File: src/rtl/iir4_pkg.sv
package iir4_pkg;

  localparam int COEF_W         = 32;
  localparam int COEF_FRAC_BITS = 28;
  localparam int NUM_AXES       = 3;
  localparam int TAPS           = 4;
  localparam int NUM_COEF       = 2 * TAPS + 1;
  localparam int TIME_W         = 64;
  localparam int CFG_W          = 64;
  localparam int CFG_IDX_W      = 3;
  localparam int STATUS_W       = 2;
  localparam int Q_DEPTH        = 2;
  localparam int Q_AW           = $clog2(Q_DEPTH);

  typedef enum logic [CFG_IDX_W-1:0] {
    CFG_B0_B1 = 3'd0,
    CFG_B2_B3 = 3'd1,
    CFG_B4_A1 = 3'd2,
    CFG_A2_A3 = 3'd3,
    CFG_A4    = 3'd4
  } cfg_idx_e;

  typedef enum logic [STATUS_W-1:0] {
    ST_FILTERED = 2'd0,
    ST_FIRST    = 2'd1,
    ST_BACKWARD = 2'd2
  } step_status_e;

  typedef enum logic [2:0] {
    BK_MUL = 3'b001,
    BK_SUM = 3'b010,
    BK_FIN = 3'b100
  } back_state_e;

  typedef struct packed {
    logic                 we;
    logic [CFG_IDX_W-1:0] idx;
    logic [CFG_W-1:0]     data;
  } cfg_wr_t;

endpackage

File: src/rtl/iir4_queue.sv
module iir4_queue #(
  parameter int WIDTH = 62
) (
  input  logic             clk_i,
  input  logic             rst_ni,
  input  logic             push_i,
  input  logic [WIDTH-1:0] push_data_i,
  output logic             full_o,
  input  logic             pop_i,
  output logic             empty_o,
  output logic [WIDTH-1:0] head_o
);
  import iir4_pkg::*;

  logic [WIDTH-1:0] slot_q [Q_DEPTH];
  logic [Q_AW-1:0]  wr_ptr_q, rd_ptr_q;
  logic [Q_AW:0]    count_q;

  assign full_o  = (count_q == (Q_AW+1)'(Q_DEPTH));
  assign empty_o = (count_q == '0);
  assign head_o  = slot_q[rd_ptr_q];

  always_ff @(posedge clk_i or negedge rst_ni) begin
    if (!rst_ni) begin
      wr_ptr_q <= '0;
      rd_ptr_q <= '0;
      count_q  <= '0;
    end else begin
      if (push_i) begin
        wr_ptr_q <= wr_ptr_q + 1'b1;
      end
      if (pop_i) begin
        rd_ptr_q <= rd_ptr_q + 1'b1;
      end
      if (push_i && !pop_i) begin
        count_q <= count_q + 1'b1;
      end else if (pop_i && !push_i) begin
        count_q <= count_q - 1'b1;
      end
    end
  end

  always_ff @(posedge clk_i) begin
    if (push_i) begin
      slot_q[wr_ptr_q] <= push_data_i;
    end
  end

endmodule

File: config.mk
export PLATFORM = sky130hd
export DESIGN_NAME = iir4_queue
export DESIGN_NICKNAME = d
export VERILOG_FILES = /design/src/rtl/iir4_pkg.sv /design/src/rtl/iir4_queue.sv
export SDC_FILE = /design/constraint.sdc
export NUM_CORES = 1
export LEC_CHECK = 0
export BUFFER_PORTS_ARGS = -buffer_cell sky130_fd_sc_hd__buf_2
export CORE_UTILIZATION = 50
export CTS_BUF_LIST = sky130_fd_sc_hd__clkbuf_2
export CTS_CLUSTER_DIAMETER = 80
export DETAILED_ROUTE_END_ITERATION = 10
export PLACE_DENSITY = 0.84
export SETUP_SLACK_MARGIN = 0.2
export SLEW_MARGIN = 10
export SYNTH_ARGS = -nofsm -noshare
export SYNTH_HDL_FRONTEND = slang
export SYNTH_SLANG_ARGS = --single-unit
File: constraint.sdc
create_clock -name clk_i -period 4.5 [get_ports clk_i]
set_input_delay 0.45 -clock clk_i [delete_from_list [all_inputs] [get_ports clk_i]]
set_output_delay 0.45 -clock clk_i [all_outputs]
set_load 0.01 [all_outputs]
After elaboration in Yosys (flattened, before gate mapping)
Memories as Yosys holds them, arrays and structs flattened.
Cells that the tools add are included.
Widths: inputs -> output; s select.

cells by class
  $add $sub $neg = 4
  $mul = 0
  divide/modulo/power cells = 0
  $lt $le $gt $ge = 0
  equality and inequality tests = 1
  shifts and indexed selects = 0
  mux-type cells = 4
  bitwise logic cells = 0
  reductions and logical operators = 6

operator list
  cell                 count
  $mux 2               2
  $add 1x1->1 const B  2
  $add 2x1->2 const B  1
  $eq 2x2->1 const B   1
  $logic_and 1x1->1    2
  $logic_not 1->1      2
  $logic_not 2->1      1
  $mux 1               2
  $reduce_bool 2->1    1
  $sub 2x1->2 const B  1

storage, ports and cells
  register bits = 4
  latch bits = 0
  RAM bits = 124
  ROM bits = 0
  bits of input ports = 66
  output and inout port bits = 64
  logic and storage cells = 19
  memories kept = 1

memory list
  name    depth  bits a word  read ports  clocked after Yosys merged registers in  write ports  RTL line          text
  slot_q  2      62           1           0                                        1            iir4_queue.sv:15  logic [WIDTH-1:0] slot_q [Q_DEPTH];

Longest topological paths before layout
  depth after elaboration = 4
  depth in mapped cells = 5
  depth with buffers taken out = 5

Worst setup path before layout
OpenSTA, ideal clock, no wires.

  kind = input to register
  start point = in push_i
  end point = mem slot_q[0][0] (enable)
  setup time = 490 ps
  arrival = 3,179 ps
  required time = 4,010 ps
  slack = 831 ps
  stages = 1
  path buffers = 0
  cells stage by stage = nor2b_1

on the way
  longest elaborated chain between the ends = 2

RTL lines
  what                          RTL line          text
  start: declaration            iir4_queue.sv:6   input logic push_i,
  $mux 1                        iir4_queue.sv:44  if (push_i) begin
  $mux 1 (not written as such)  iir4_queue.sv:45  slot_q[wr_ptr_q] <= push_data_i;
  end: declaration              iir4_queue.sv:15

No other way between the ends.

Worst setup path in the final report
  start point = reg rd_ptr_q
  end point = out head_o[41]

on the way
  longest elaborated chain between the ends = 1

RTL lines
  what                      RTL line          text
  start: declaration        iir4_queue.sv:16  logic [Q_AW-1:0] wr_ptr_q, rd_ptr_q;
  start signal: assignment  iir4_queue.sv:33  rd_ptr_q <= rd_ptr_q + 1'b1;
  $mem_v2 2x62              -
  end: declaration          iir4_queue.sv:11  output logic [WIDTH-1:0] head_o

No other way between the ends.

==> impl_metrics.env <==
export IMPL_worstSetupPathDepth=2
export IMPL_antenna_left=0
export IMPL_ir_worst_vdd_mv=0.416
export IMPL_ys_warn_count=0
export IMPL_grt_pass1_wl_um=13300
export IMPL_synth_top_area_frac=0.751
export IMPL_maxCapViolCount=0
export IMPL_path_cells="mux2_2 -> buf_2"
export IMPL_grt_use_total=0.180
export IMPL_clock_sinks=128
export IMPL_final_layout_size_suffix_gt1_frac=0.528
export IMPL_antenna_found_initial=0
export IMPL_ys_ff_latch=128
export IMPL_cts_buffer_depth=2
export IMPL_syn2layout_area_growth_pct=33.0
export IMPL_ios=130
export IMPL_period_share=0.632
export IMPL_hold_class="in2async"
export IMPL_dr_pass1_iters=4
export IMPL_worstPathArrival_ps=2390
export IMPL_crit_family="flip-flops"
export IMPL_ys_seq_area_frac=0.771
export IMPL_initial_core_util=0.527
export IMPL_fill_cells=619
export IMPL_path_buf_inv=1
export IMPL_synth_main_ff_cell="edfxtp_1"
export IMPL_worst_pin_slew_ps=1130
export IMPL_die_h_um=102
export IMPL_hold_viol=0
export IMPL_netlist_top_cell_by_area="edfxtp_1"
export IMPL_grt_max_degree=64
export IMPL_clock_latency_ps=620
export IMPL_startpoint_type="flip-flop"
export IMPL_die_width_um=102
export IMPL_gp_congestion=0.648
export IMPL_coreArea_um2=9420
export IMPL_final_cell_area_um2=6600
export IMPL_finalSetupTns_ps=0
export IMPL_wl_um=8890
export IMPL_numPortBuffers=129
export IMPL_post_cts_resized=0
export IMPL_synthesis_area_um2=4960
export IMPL_cp_max_fo=63
export IMPL_synth_most_common_cell="edfxtp_1"
export IMPL_post_dp_cell_area_um2=5660
export IMPL_synth_nets=276
export IMPL_power_density_nw_per_um2=557
export IMPL_required_ps=4050
export IMPL_final_util=0.701
export IMPL_cts_htree_levels=4
export IMPL_drc=0
export IMPL_syn_instance_count=209
export IMPL_synth_edf_count=124
export IMPL_syn_area_per_cell_um2=23.7
export IMPL_avgViaCountPerCell=4.74
export IMPL_criticalPathCategory="reg2out"
export IMPL_maxSlewViolCount=0
export IMPL_relSlewSlack=0.243
export IMPL_overflow=0
export IMPL_cts_buffers=17
export IMPL_min_period_ps=2840
export IMPL_max_freq_mhz=352
export IMPL_rsz0062_at_grt="false"
export IMPL_grt_pass1_vias=2824
export IMPL_clk_pin_slew_ps=200
export IMPL_synth_common_cells="edfxtp_1, mux2_4, buf_12, dfrtp_1, xor2_1"
export IMPL_critPathMaxStageDelay_ps=1210
export IMPL_async_flop_share=0.0313
export IMPL_drt_iter0_drc=84
export IMPL_cp_end_kind="primary output"
export IMPL_status="finished, final reports clean"
export IMPL_dp_hpwl_um=5000
export IMPL_num_antenna_cells=0
export IMPL_num_nets_final=484
export IMPL_synth_distinct_cells=13
export IMPL_slowest_stage="dfrtp_4"
export IMPL_cts_tree="yes"
export IMPL_p_leak_nw=2.70
export IMPL_row_count=35
export IMPL_skew_ps=31.2
export IMPL_clock_root_buffer="clkbuf_2"
export IMPL_die_area_um2=10300
export IMPL_detail_route_wl_per_cell_um=15.9
export IMPL_rr_worst_depth=2
export IMPL_vias=2651
export IMPL_ys_top_cells_by_area="edfxtp_1, mux2_4, buf_12, dfrtp_1, xor2_1"
export IMPL_setup_violations_final=0
==> cell usage in the layout (no fill, tap or decap), drive strengths merged <==
master / count
dlygate4sd3: 65
nor2b: 2
inv: 2
edfxtp: 124
buf: 131
dfrtp: 4
xnor2: 1
xor2: 4
nor2: 2
clkinv: 4
ha: 1
clkbuf: 19
and2: 1
clkinvlp: 4
bufinv: 4
mux2: 62
==> worst reg2reg max path: cells and delay by family, from the launching register on <==
| family | cells | cell delay, ps |
|---|---|---|
| buffers and inverters | 1 | 550 |
| DFF | 1 | 460 |
| and+or+nand+nor | 1 | 680 |
==> sequential cells by signal (all words and copies together) (netlist names) <==
name / flops
count_q: 2
rd_ptr_q: 1
slot_q: 124
wr_ptr_q: 1
==> power by group <==
group	switching, mW	internal (mW)	total [mW]
Clock	0.415	0.371	0.785
Combinational	0.439	0.651	1.09
Sequential	0.217	1.58	1.80
Total	1.07	2.60	3.67
==> area by class of cell <==
type | instances | area (um^2) | share of cell area
inverter | 1 | 3.75 | 0.000569
tap | 129 | 161 | 0.0245
sequential | 128 | 3830 | 0.580
timing repair buffer | 196 | 1310 | 0.199
clock inverter | 13 | 189 | 0.0286
clock buffer | 19 | 95.1 | 0.0144
multi-input combinational | 73 | 1010 | 0.153
==> worst paths after layout <==
| check | startpoint | endpoint | slack (ps) |
|---|---|---|---|
| worst max register to register | wr_ptr_q | slot_q[0][4] | 2440 |
| max in group asynchronous | rst_ni | rd_ptr_q | 4200 |
| min in group clk_i | count_q[1] | count_q[1] | 520 |
| worst min-delay path | rst_ni | count_q[0] | 130 |
| worst min register to register | count_q[1] | count_q[1] | 520 |
| worst max-delay path | rd_ptr_q | head_o[41] | 1660 |
==> what timing repair did <==
item	in CTS	in global routing
hold buffers	65	0
buffers inserted	0	0
endpoints found under the hold margin	130	0
==> cell families (layout without fill, tap and decap cells) <==
logic type / count (synthesis) / after routing / synth area share
xor+xnor: 5 / 5 / 0.00883
fa+ha+maj: 1 / 1 / 0.00252
buf+inv: 8 / 229 / 0.0272
flops: 128 / 128 / 0.771
mux: 62 / 62 / 0.185
simple gates: 5 / 5 / 0.00530
==> through the flow <==
step / setup WS (ps) / cells / total power, mW / hold slack (ps)
global route: 1470 / 559 / 3.86 / 38.7
floorplan: 831 / 209 / 2.61 / 154
global placement: 2230 / 462 / 2.85 / 258
finish: 1660 / 559 / 3.67 / 131
detailed placement: 2210 / 462 / 2.88 / 262
CTS: 1540 / 559 / 3.70 / 49.2
==> metal layers <==
layer / wire [um] / up-vias / GRT usage
li1: - / 1241 / -
met1: 3480 / 1296 / 0.186
met2: 4930 / 101 / 0.344
met3: 370 / 13 / 0.0524
met4: 106 / 0 / 0.0635
met5: 0 / - / 0
(Power assumes the default switching activity.)
