$ cat config.mk
export PLATFORM = sky130hd
export DESIGN_NAME = iir4_front_flat
export DESIGN_NICKNAME = d
export VERILOG_FILES = /design/src/rtl/iir4_pkg.sv /design/src/rtl/iir4_if.sv /design/src/rtl/iir4_front.sv /design/src/flat_wrapper.sv
export SDC_FILE = /design/constraint.sdc
export NUM_CORES = 1
export LEC_CHECK = 0
export BUFFER_PORTS_ARGS = -buffer_cell sky130_fd_sc_hd__buf_4
export CORE_MARGIN = 2
export CORE_UTILIZATION = 35
export CTS_CLUSTER_DIAMETER = 80
export DETAILED_ROUTE_END_ITERATION = 10
export PLACE_DENSITY_LB_ADDON = 0.12
export SLEW_MARGIN = 0
export SYNTH_ARGS = -nofsm -noshare
export SYNTH_HDL_FRONTEND = slang
export SYNTH_SLANG_ARGS = --single-unit
$ cat constraint.sdc
create_clock -name clk_i -period 5.5 [get_ports clk_i]
set_input_delay 1.1 -clock clk_i [delete_from_list [all_inputs] [get_ports clk_i]]
set_output_delay 1.1 -clock clk_i [all_outputs]
set_load 0.05 [all_outputs]
$ cat src/rtl/iir4_pkg.sv
package iir4_pkg;

  localparam int COEF_W         = 32;
  localparam int COEF_FRAC_BITS = 28;
  localparam int NUM_AXES       = 3;
  localparam int TAPS           = 4;
  localparam int NUM_COEF       = 2 * TAPS + 1;
  localparam int TIME_W         = 64;
  localparam int CFG_W          = 64;
  localparam int CFG_IDX_W      = 3;
  localparam int STATUS_W       = 2;
  localparam int Q_DEPTH        = 2;
  localparam int Q_AW           = $clog2(Q_DEPTH);

  typedef enum logic [CFG_IDX_W-1:0] {
    CFG_B0_B1 = 3'd0,
    CFG_B2_B3 = 3'd1,
    CFG_B4_A1 = 3'd2,
    CFG_A2_A3 = 3'd3,
    CFG_A4    = 3'd4
  } cfg_idx_e;

  typedef enum logic [STATUS_W-1:0] {
    ST_FILTERED = 2'd0,
    ST_FIRST    = 2'd1,
    ST_BACKWARD = 2'd2
  } step_status_e;

  typedef enum logic [2:0] {
    BK_MUL = 3'b001,
    BK_SUM = 3'b010,
    BK_FIN = 3'b100
  } back_state_e;

  typedef struct packed {
    logic                 we;
    logic [CFG_IDX_W-1:0] idx;
    logic [CFG_W-1:0]     data;
  } cfg_wr_t;

endpackage

$ cat src/rtl/iir4_if.sv
interface iir4_in_if #(
  parameter int SAMPLE_WIDTH = 20
);
  logic                            valid;
  logic                            ready;
  logic signed [SAMPLE_WIDTH-1:0]  sample_x;
  logic signed [SAMPLE_WIDTH-1:0]  sample_y;
  logic signed [SAMPLE_WIDTH-1:0]  sample_z;
  logic [iir4_pkg::TIME_W-1:0]     time_ns;

  modport source (output valid, sample_x, sample_y, sample_z, time_ns, input ready);
  modport sink (input valid, sample_x, sample_y, sample_z, time_ns, output ready);
endinterface


$ cat src/rtl/iir4_front.sv
module iir4_front #(
  parameter int SAMPLE_WIDTH = 20
) (
  input  logic  clk_i,
  input  logic  rst_ni,
  iir4_in_if.sink sample_i,
  input  logic  q_full_i,
  output logic  push_o,
  output logic [iir4_pkg::NUM_AXES*SAMPLE_WIDTH+iir4_pkg::STATUS_W-1:0] push_data_o
);
  import iir4_pkg::*;

  logic              primed_q;
  logic [TIME_W-1:0] last_time_q;
  step_status_e      cls;

  assign sample_i.ready = !q_full_i;
  assign push_o         = sample_i.valid && !q_full_i;

  // Classify against the timestamp of the previous word; equal counts as forward.
  always_comb begin
    if (!primed_q) begin
      cls = ST_FIRST;
    end else if (sample_i.time_ns < last_time_q) begin
      cls = ST_BACKWARD;
    end else begin
      cls = ST_FILTERED;
    end
  end

  assign push_data_o = {cls, sample_i.sample_z, sample_i.sample_y, sample_i.sample_x};

  always_ff @(posedge clk_i or negedge rst_ni) begin
    if (!rst_ni) begin
      primed_q    <= 1'b0;
      last_time_q <= '0;
    end else if (push_o) begin
      primed_q    <= 1'b1;
      last_time_q <= sample_i.time_ns;
    end
  end

endmodule

$ cat src/flat_wrapper.sv
// flat-port wrapper written by rule: the top's interface ports become plain ports
module iir4_front_flat import iir4_pkg::*;
#(
  parameter int SAMPLE_WIDTH = 20
)
  (clk_i, rst_ni, q_full_i, push_o, push_data_o, sample_i_valid, sample_i_sample_x, sample_i_sample_y, sample_i_sample_z, sample_i_time_ns, sample_i_ready);
  iir4_in_if #(.SAMPLE_WIDTH(SAMPLE_WIDTH)) sample_i_i ();
  input  logic clk_i;
  input  logic rst_ni;
  input  logic q_full_i;
  output logic push_o;
  output logic [iir4_pkg::NUM_AXES*SAMPLE_WIDTH+iir4_pkg::STATUS_W-1:0] push_data_o;
  input wire logic [$bits(sample_i_i.valid)-1:0] sample_i_valid;
  input wire logic [$bits(sample_i_i.sample_x)-1:0] sample_i_sample_x;
  input wire logic [$bits(sample_i_i.sample_y)-1:0] sample_i_sample_y;
  input wire logic [$bits(sample_i_i.sample_z)-1:0] sample_i_sample_z;
  input wire logic [$bits(sample_i_i.time_ns)-1:0] sample_i_time_ns;
  output wire logic [$bits(sample_i_i.ready)-1:0] sample_i_ready;
  assign sample_i_i.valid = sample_i_valid;
  assign sample_i_i.sample_x = sample_i_sample_x;
  assign sample_i_i.sample_y = sample_i_sample_y;
  assign sample_i_i.sample_z = sample_i_sample_z;
  assign sample_i_i.time_ns = sample_i_time_ns;
  assign sample_i_ready = sample_i_i.ready;
  iir4_front #(.SAMPLE_WIDTH(SAMPLE_WIDTH)) u_core (.clk_i(clk_i), .rst_ni(rst_ni), .sample_i(sample_i_i), .q_full_i(q_full_i), .push_o(push_o), .push_data_o(push_data_o));
endmodule
# Word-level counts from Yosys, hierarchy flattened
# Cells that the tools add are included.
[totals] output_inout_bits=64 in_bits=128 ff_bits=65
[classes] order_cmp=1 reduce_logical=2 mux=2
[ops] operator="64-bit less-than comparator" n=1
[ops] operator="2-bit 2-to-1 mux" n=2
[ops] operator="1-bit logical AND" n=1
[ops] operator="1-bit logical NOT" n=1

# Logic depth before layout (Yosys ltp)
# Gate-level depths: netlist of the first run.
[depth] ltp_word=3 ltp_mapped=8

# Least setup slack after synthesis of the first run
# Ideal clock, no wire load.
[synth_timing] path_kind="input-to-output" startpoint="in sample_i_time_ns[49]" endpoint="out push_data_o[61] (netlist name)" path_slack_ns=1.561 required_ns=4.400 arrival_time_ns=2.839 cell_stages=7 path_cell_list="ha_1 -> a21o_1 -> a221o_1 -> a221oi_2 -> o21ai_1 -> a21o_1 -> a21oi_2"
[synth_via] elab_chain_len=3
[synth_rtl] element="start, declared" line_no="flat_wrapper.sv:17" source="input wire logic [$bits(sample_i_i.time_ns)-1:0] sample_i_time_ns;"
[synth_rtl] element="64-bit less-than comparator" line_no="iir4_front.sv:24" source="end else if (sample_i.time_ns < last_time_q) begin"
[synth_rtl] element="2-bit 2-to-1 mux" line_no="iir4_front.sv:24"
[synth_rtl] element="2-bit 2-to-1 mux" line_no="iir4_front.sv:22" source="if (!primed_q) begin"
[synth_rtl] element="end, declared" line_no="flat_wrapper.sv:12" source="output logic [iir4_pkg::NUM_AXES*SAMPLE_WIDTH+iir4_pkg::STATUS_W-1:0] push_data_o;"
# Every way passes these cells.

# Worst setup path after layout of the first run
[layout_timing] startpoint="in sample_i_time_ns[6]" endpoint="out push_data_o[61] (netlist name)"
# The elaborated chain is that of the path after synthesis.

==> flow_summary.json, run 1 <==
{
  "synth_area_um2": 4288,
  "cp-start-kind": "input port",
  "clk_pin_slew_worst_paths_ns": 0.05,
  "vias_per_cell": 4.679,
  "required_ns": 4.40,
  "fin_util_pct": 40.41,
  "grt_use_total_pct": 13.34,
  "timing.fmax_ghz": 0.2450,
  "final_cell_area_um2": 4833,
  "fin_crit_ns": 4.082,
  "path_cells": "buf_4 > ha_1 > and3_1 > a221oi_1 > o21ai_1 > a311oi_1 > o31ai_1 > a21oi_2 > buf_4",
  "grt_overflow": 0,
  "finalCritPeriodShare_pct": 74.22,
  "coreArea_um2": 11960,
  "grt_pass1_vias": 2836,
  "cts-resized-gates": 0,
  "start_util_pct": 35.85,
  "arrival_ns": 2.98,
  "end_kind": "primary output",
  "antennaDiodeCount": 0,
  "area_delta_synth_final_pct": 12.72,
  "ys_seq_area_share_pct": 37.93,
  "placedInstanceArea_um2": 4524,
  "tightest_slew_ns": 0.8711,
  "clk_latency_ns": 0.34,
  "ant_nets": 0,
  "firstDrtPassIters": 4,
  "synth.ff_latch_count": 65,
  "hold_viol": 0,
  "drc": 0,
  "cp_common_cell": "buf_4",
  "ys_warn_count": 0,
  "final.setup_skew_ns": 0,
  "async_flop_share_pct": 100.0,
  "cp_max_fo": 2,
  "nFillCells": 1234,
  "antenna_found_initial": 0,
  "grt_max_degree": 72,
  "tns_ns": 0,
  "rsz0062_at_grt": "no",
  "place_congestion": 0.7719,
  "dieArea_um2": 13150,
  "synth.distinct_cells": 34,
  "ctsRootBufferMaster": "clkbuf_16",
  "ios": 192,
  "timing.slew.headroom_pct": 41.93,
  "grt_pass1_wl_mm": 13.30,
  "synth_ff_type": "dfrtp_1",
  "cts.htree.levels": 3,
  "drt_iter0_markers": 95,
  "cts_tree": "yes",
  "syn-num-nets": 683,
  "hpwl_mm": 5.910,
  "setup_viol": 0,
  "slowest_delay_ns": 0.40,
  "cap_violations": 0,
  "portBuffers": 71,
  "fin_cells": 654,
  "worst-setup-path-type": "in2out",
  "cellPowerDensity_nw_per_um2": 302.9,
  "synth.area.top_cells": "dfrtp_1 (38%), ha_1 (18%), buf_4 (11%), nand2_1 (6.9%), inv_1 (5.9%)",
  "die_h_um": 114.7,
  "postCtsSetupBuffers": 0,
  "numCtsBuffers": 9,
  "die_w_um": 114.7,
  "hold_buffers": 0,
  "vdd_drop_max_mv": 0.1155,
  "synth_area_leader_cell": "dfrtp_1",
  "critPathTopFamily": "compound AO/OA/AOI/OAI gates",
  "drive_gt1_share_pct": 17.95,
  "wirelength_mm": 8.087,
  "p_leak_nw": 2.449,
  "slowest_stage": "a311oi_1",
  "clk_path_buf_depth": 2,
  "drv_slew": 0,
  "rows": 40,
  "status": "complete, no violations",
  "synth_edf_count": 0,
  "wire_per_inst_um": 12.37,
  "post-place-cells": 638,
  "path_buf_inv": 2,
  "synth_area_per_cell_um2": 8.715,
  "hold_path_class": "reg2reg",
  "hold_ws_ns": 0.5121,
  "vias": 3060,
  "syn_inst": 492,
  "cts_sinks": 65,
  "synth.top_cell.area_share_pct": 37.93,
  "nets": 693
}
-- per-layer routing --
layer  vias to the layer above  track usage, %  part of all wire, %
met3                        22           3.388                  5.6
li1                       1607               -                    -
met1                      1349           17.02                   48
met5                         -               0                    0
met4                         0           9.512                  3.4
met2                        82           19.57                   43
-- placed cells by master, fill, tap and decap left out, types with 7 or more instances in the layout --
cell type	instances
nand2_1	79
a21o_1	8
dfrtp_1	65
a21oi_1	19
inv_1	67
nand4_1	7
ha_1	63
buf_4	73
nor2_1	8
o21ai_1	44
o21ai_0	29
clkbuf_16	9
-- final timing paths --
| kind | from | to | slack [ns] | cells after the start |
|---|---|---|---|---|
| hold reg to reg | u_core.last_time_q[0] | u_core.last_time_q[0] | 0.51 | 1 |
| hold / removal | u_core.last_time_q[0] | u_core.last_time_q[0] | 0.51 | 1 |
| min in group asynchronous | rst_ni | u_core.last_time_q[44] | 0.87 | 1 |
| setup / recovery | sample_i_time_ns[6] | push_data_o[61] | 1.42 | 9 |
| max in group asynchronous | rst_ni | u_core.last_time_q[6] | 4.05 | 1 |
| setup reg to reg | u_core.primed_q | u_core.primed_q | 4.76 | 1 |
-- cell usage after synthesis, types with 7 or more instances --
cell type,number
nand4_1,7
dfrtp_1,65
a21oi_1,19
clkbuf_1,13
o21ai_1,44
o21ai_0,29
a21o_1,8
ha_1,63
inv_1,67
buf_4,60
nand2_1,79
nor2_1,8
-- metrics by stage --
stage / setup WS (ns) / power (mW)
4_1_cts: 1.374 / 1.499
5_1_grt: 1.300 / 1.575
3_5_place_dp: 1.372 / 0.8850
2_1_floorplan: 1.561 / 0.8891
3_3_place_gp: 1.455 / 0.8807
6_report: 1.418 / 1.464
-- kinds of logic after synthesis --
logic type / synth area share (%)
buffers and inverters: 17.60
AOI/OAI and AO/OA: 15.26
adders and majority gates: 18.38
muxes: 0.2626
and+or+nand+nor: 10.56
DFF: 37.93
-- final cells by class --
class / instances / area, um2 / share of cell area [%]
clock buffer: 14 / 274.0 / 5.669
clock inverter: 2 / 35.03 / 0.7248
inverter: 67 / 251.5 / 5.203
multi-input combinational: 286 / 1914 / 39.61
sequential: 65 / 1627 / 33.65
tap: 147 / 183.9 / 3.805
timing repair buffer: 73 / 548.0 / 11.34
-- registers in the layout, indices dropped and copies added, names as in the netlist --
name	flops
u_core.last_time_q	64
u_core.primed_q	1
-- power by group --
| part | leakage, nW | internal [mW] | switching, mW |
|---|---|---|---|
| logic | 1.50 | 0.142 | 0.175 |
| registers | 0.795 | 0.539 | 0.0154 |
| clock network | 0.153 | 0.387 | 0.207 |
| total | 2.45 | 1.07 | 0.397 |
No activity file was read; power rests on OpenSTA's default activity.
==> run 2, diff against run 1 <==
clock period = 3.4 ns   (was 5.5 ns; I/O delays follow)
==> flow_summary.json, run 2 (synthesized netlist as in run 1, its figures left out) <==
{
  "status": "complete, no violations",
  "path_cells": "buf_4 > ha_1 > and3_1 > a221oi_1 > o21ai_1 > a311oi_2 > o31ai_1 > a21oi_2 > buf_4",
  "timing.fmax_ghz": 0.3161,
  "mostFrequentLayoutCell": "nand2_1",
  "end_kind": "primary output",
  "die_h_um": 114.7,
  "drv_slew": 0,
  "worst-setup-path-type": "in2out",
  "wirelength_mm": 7.985,
  "drc": 0,
  "place_congestion": 0.7604,
  "coreArea_um2": 11960,
  "cp-start-kind": "input port",
  "tightest_slew_ns": 0.8669,
  "vdd_drop_max_mv": 0.1725,
  "antenna_found_initial": 0,
  "grt_overflow": 0,
  "final.setup_skew_ns": 0,
  "firstDrtPassIters": 4,
  "clk_pin_slew_worst_paths_ns": 0.05,
  "critPathLaunch": "sample_i_time_ns[6]",
  "cap_violations": 0,
  "numCtsBuffers": 9,
  "grt_pass1_wl_mm": 13.39,
  "vias_per_cell": 4.762,
  "nets": 692,
  "p_leak_nw": 2.424,
  "hold_path_class": "in2async",
  "cts_tree": "yes",
  "wire_per_inst_um": 12.27,
  "vias": 3100,
  "cellPowerDensity_nw_per_um2": 468.1,
  "ios": 192,
  "ant_nets": 0,
  "largest_register_ffs": 64,
  "grt_max_degree": 129,
  "placedInstanceArea_um2": 4529,
  "postCtsSetupBuffers": 0,
  "timing.slew.headroom_pct": 42.20,
  "rsz0062_at_grt": "no",
  "die_w_um": 114.7,
  "drive_gt1_share_pct": 17.46,
  "grt_pass1_vias": 2904,
  "antennaDiodeCount": 0,
  "slowest_stage": "a311oi_2",
  "ctsRootBufferMaster": "clkbuf_16",
  "hold_viol": 0,
  "setup_viol": 0,
  "portBuffers": 71,
  "wl_met3_um": 471,
  "r2r-start": "u_core.last_time_q[0]",
  "tns_ns": 0,
  "top_layer_used": "met4",
  "area_delta_synth_final_pct": 11.93,
  "clk_latency_ns": 0.33,
  "cts_sinks": 65,
  "grt_use_total_pct": 13.21,
  "cp_common_cell": "buf_4",
  "cp_max_fo": 2,
  "finalCritPeriodShare_pct": 93.06,
  "rows": 40,
  "reg.largest.list": "u_core.last_time_q x64, u_core.primed_q x1",
  "cts.htree.levels": 3,
  "required_ns": 2.72,
  "hpwl_mm": 5.818,
  "layout_common_cells": "nand2_1 (79), buf_4 (71), inv_1 (67)",
  "top_register": "u_core.last_time_q",
  "dieArea_um2": 13150,
  "fin_crit_ns": 3.164,
  "met1_length_mm": 3.883,
  "clk_path_buf_depth": 2,
  "drt_iter0_markers": 75,
  "final_cell_area_um2": 4800,
  "route.met2.wl_mm": 3.413,
  "slowest_delay_ns": 0.31,
  "start_util_pct": 35.85,
  "p_total_mw": 2.247,
  "arrival_ns": 2.48
}
[run 2: critical path: cells and delay by family]
kind                     cells  cell delay, ns
adder cells (fa/ha/maj)      1            0.30
AO/OA/AOI/OAI                5            0.98
AND/OR/NAND/NOR              1            0.20
buffers and inverters        2            0.32
[run 2: power by group]
part | internal (mW) | switching, mW | total (mW)
Sequential | 0.871 | 0.0242 | 0.896
Clock | 0.525 | 0.311 | 0.836
Combinational | 0.231 | 0.284 | 0.515
[run 2: per-stage QoR]
stage / util, % / cells / setup WS [ns] / hold WS [ns]
4_1_cts: 40.07 / 651 / 0.08484 / 0.5105
2_1_floorplan: - / 492 / 0.3009 / 0.3844
3_3_place_gp: 37.87 / 637 / 0.1619 / 0.4913
5_1_grt: 40.13 / 651 / 0.05925 / 0.5415
6_report: 40.13 / 651 / 0.2360 / 0.4544
3_5_place_dp: 37.87 / 637 / 0.09050 / 0.5061
[run 2: what timing repair did]
action / 4_1_cts / 5_1_grt
hold buffers: 0 / 0
resized for setup: 0 / 1
setup endpoints to repair: 0 / 1
[run 2: cell type report]
cell class	instances	area, um2
clock buffer	14	264.0
fill	1232	7162
sequential	65	1627
timing repair buffer	72	553.0
inverter	67	251.5
multi-input combinational	286	1921
tap	147	183.9
[run 2: layer usage]
metal / track usage [%] / up-vias
li1: - / 1598
met1: 17.50 / 1395
met2: 19.37 / 88
met3: 3.070 / 19
met4: 8.293 / 0
met5: 0 / -
[run 2: path summary, 6_finish.rpt]
kind / end / slack (ns) / cells past startpoint
max in group asynchronous: u_core.last_time_q[30] / 2.36 / 1
min: u_core.last_time_q[44] / 0.45 / 1
min reg2reg: u_core.last_time_q[0] / 0.52 / 1
max: push_data_o[61] / 0.24 / 9
max reg2reg: u_core.last_time_q[0] / 2.65 / 1
min in group clk_i: u_core.last_time_q[0] / 0.52 / 1
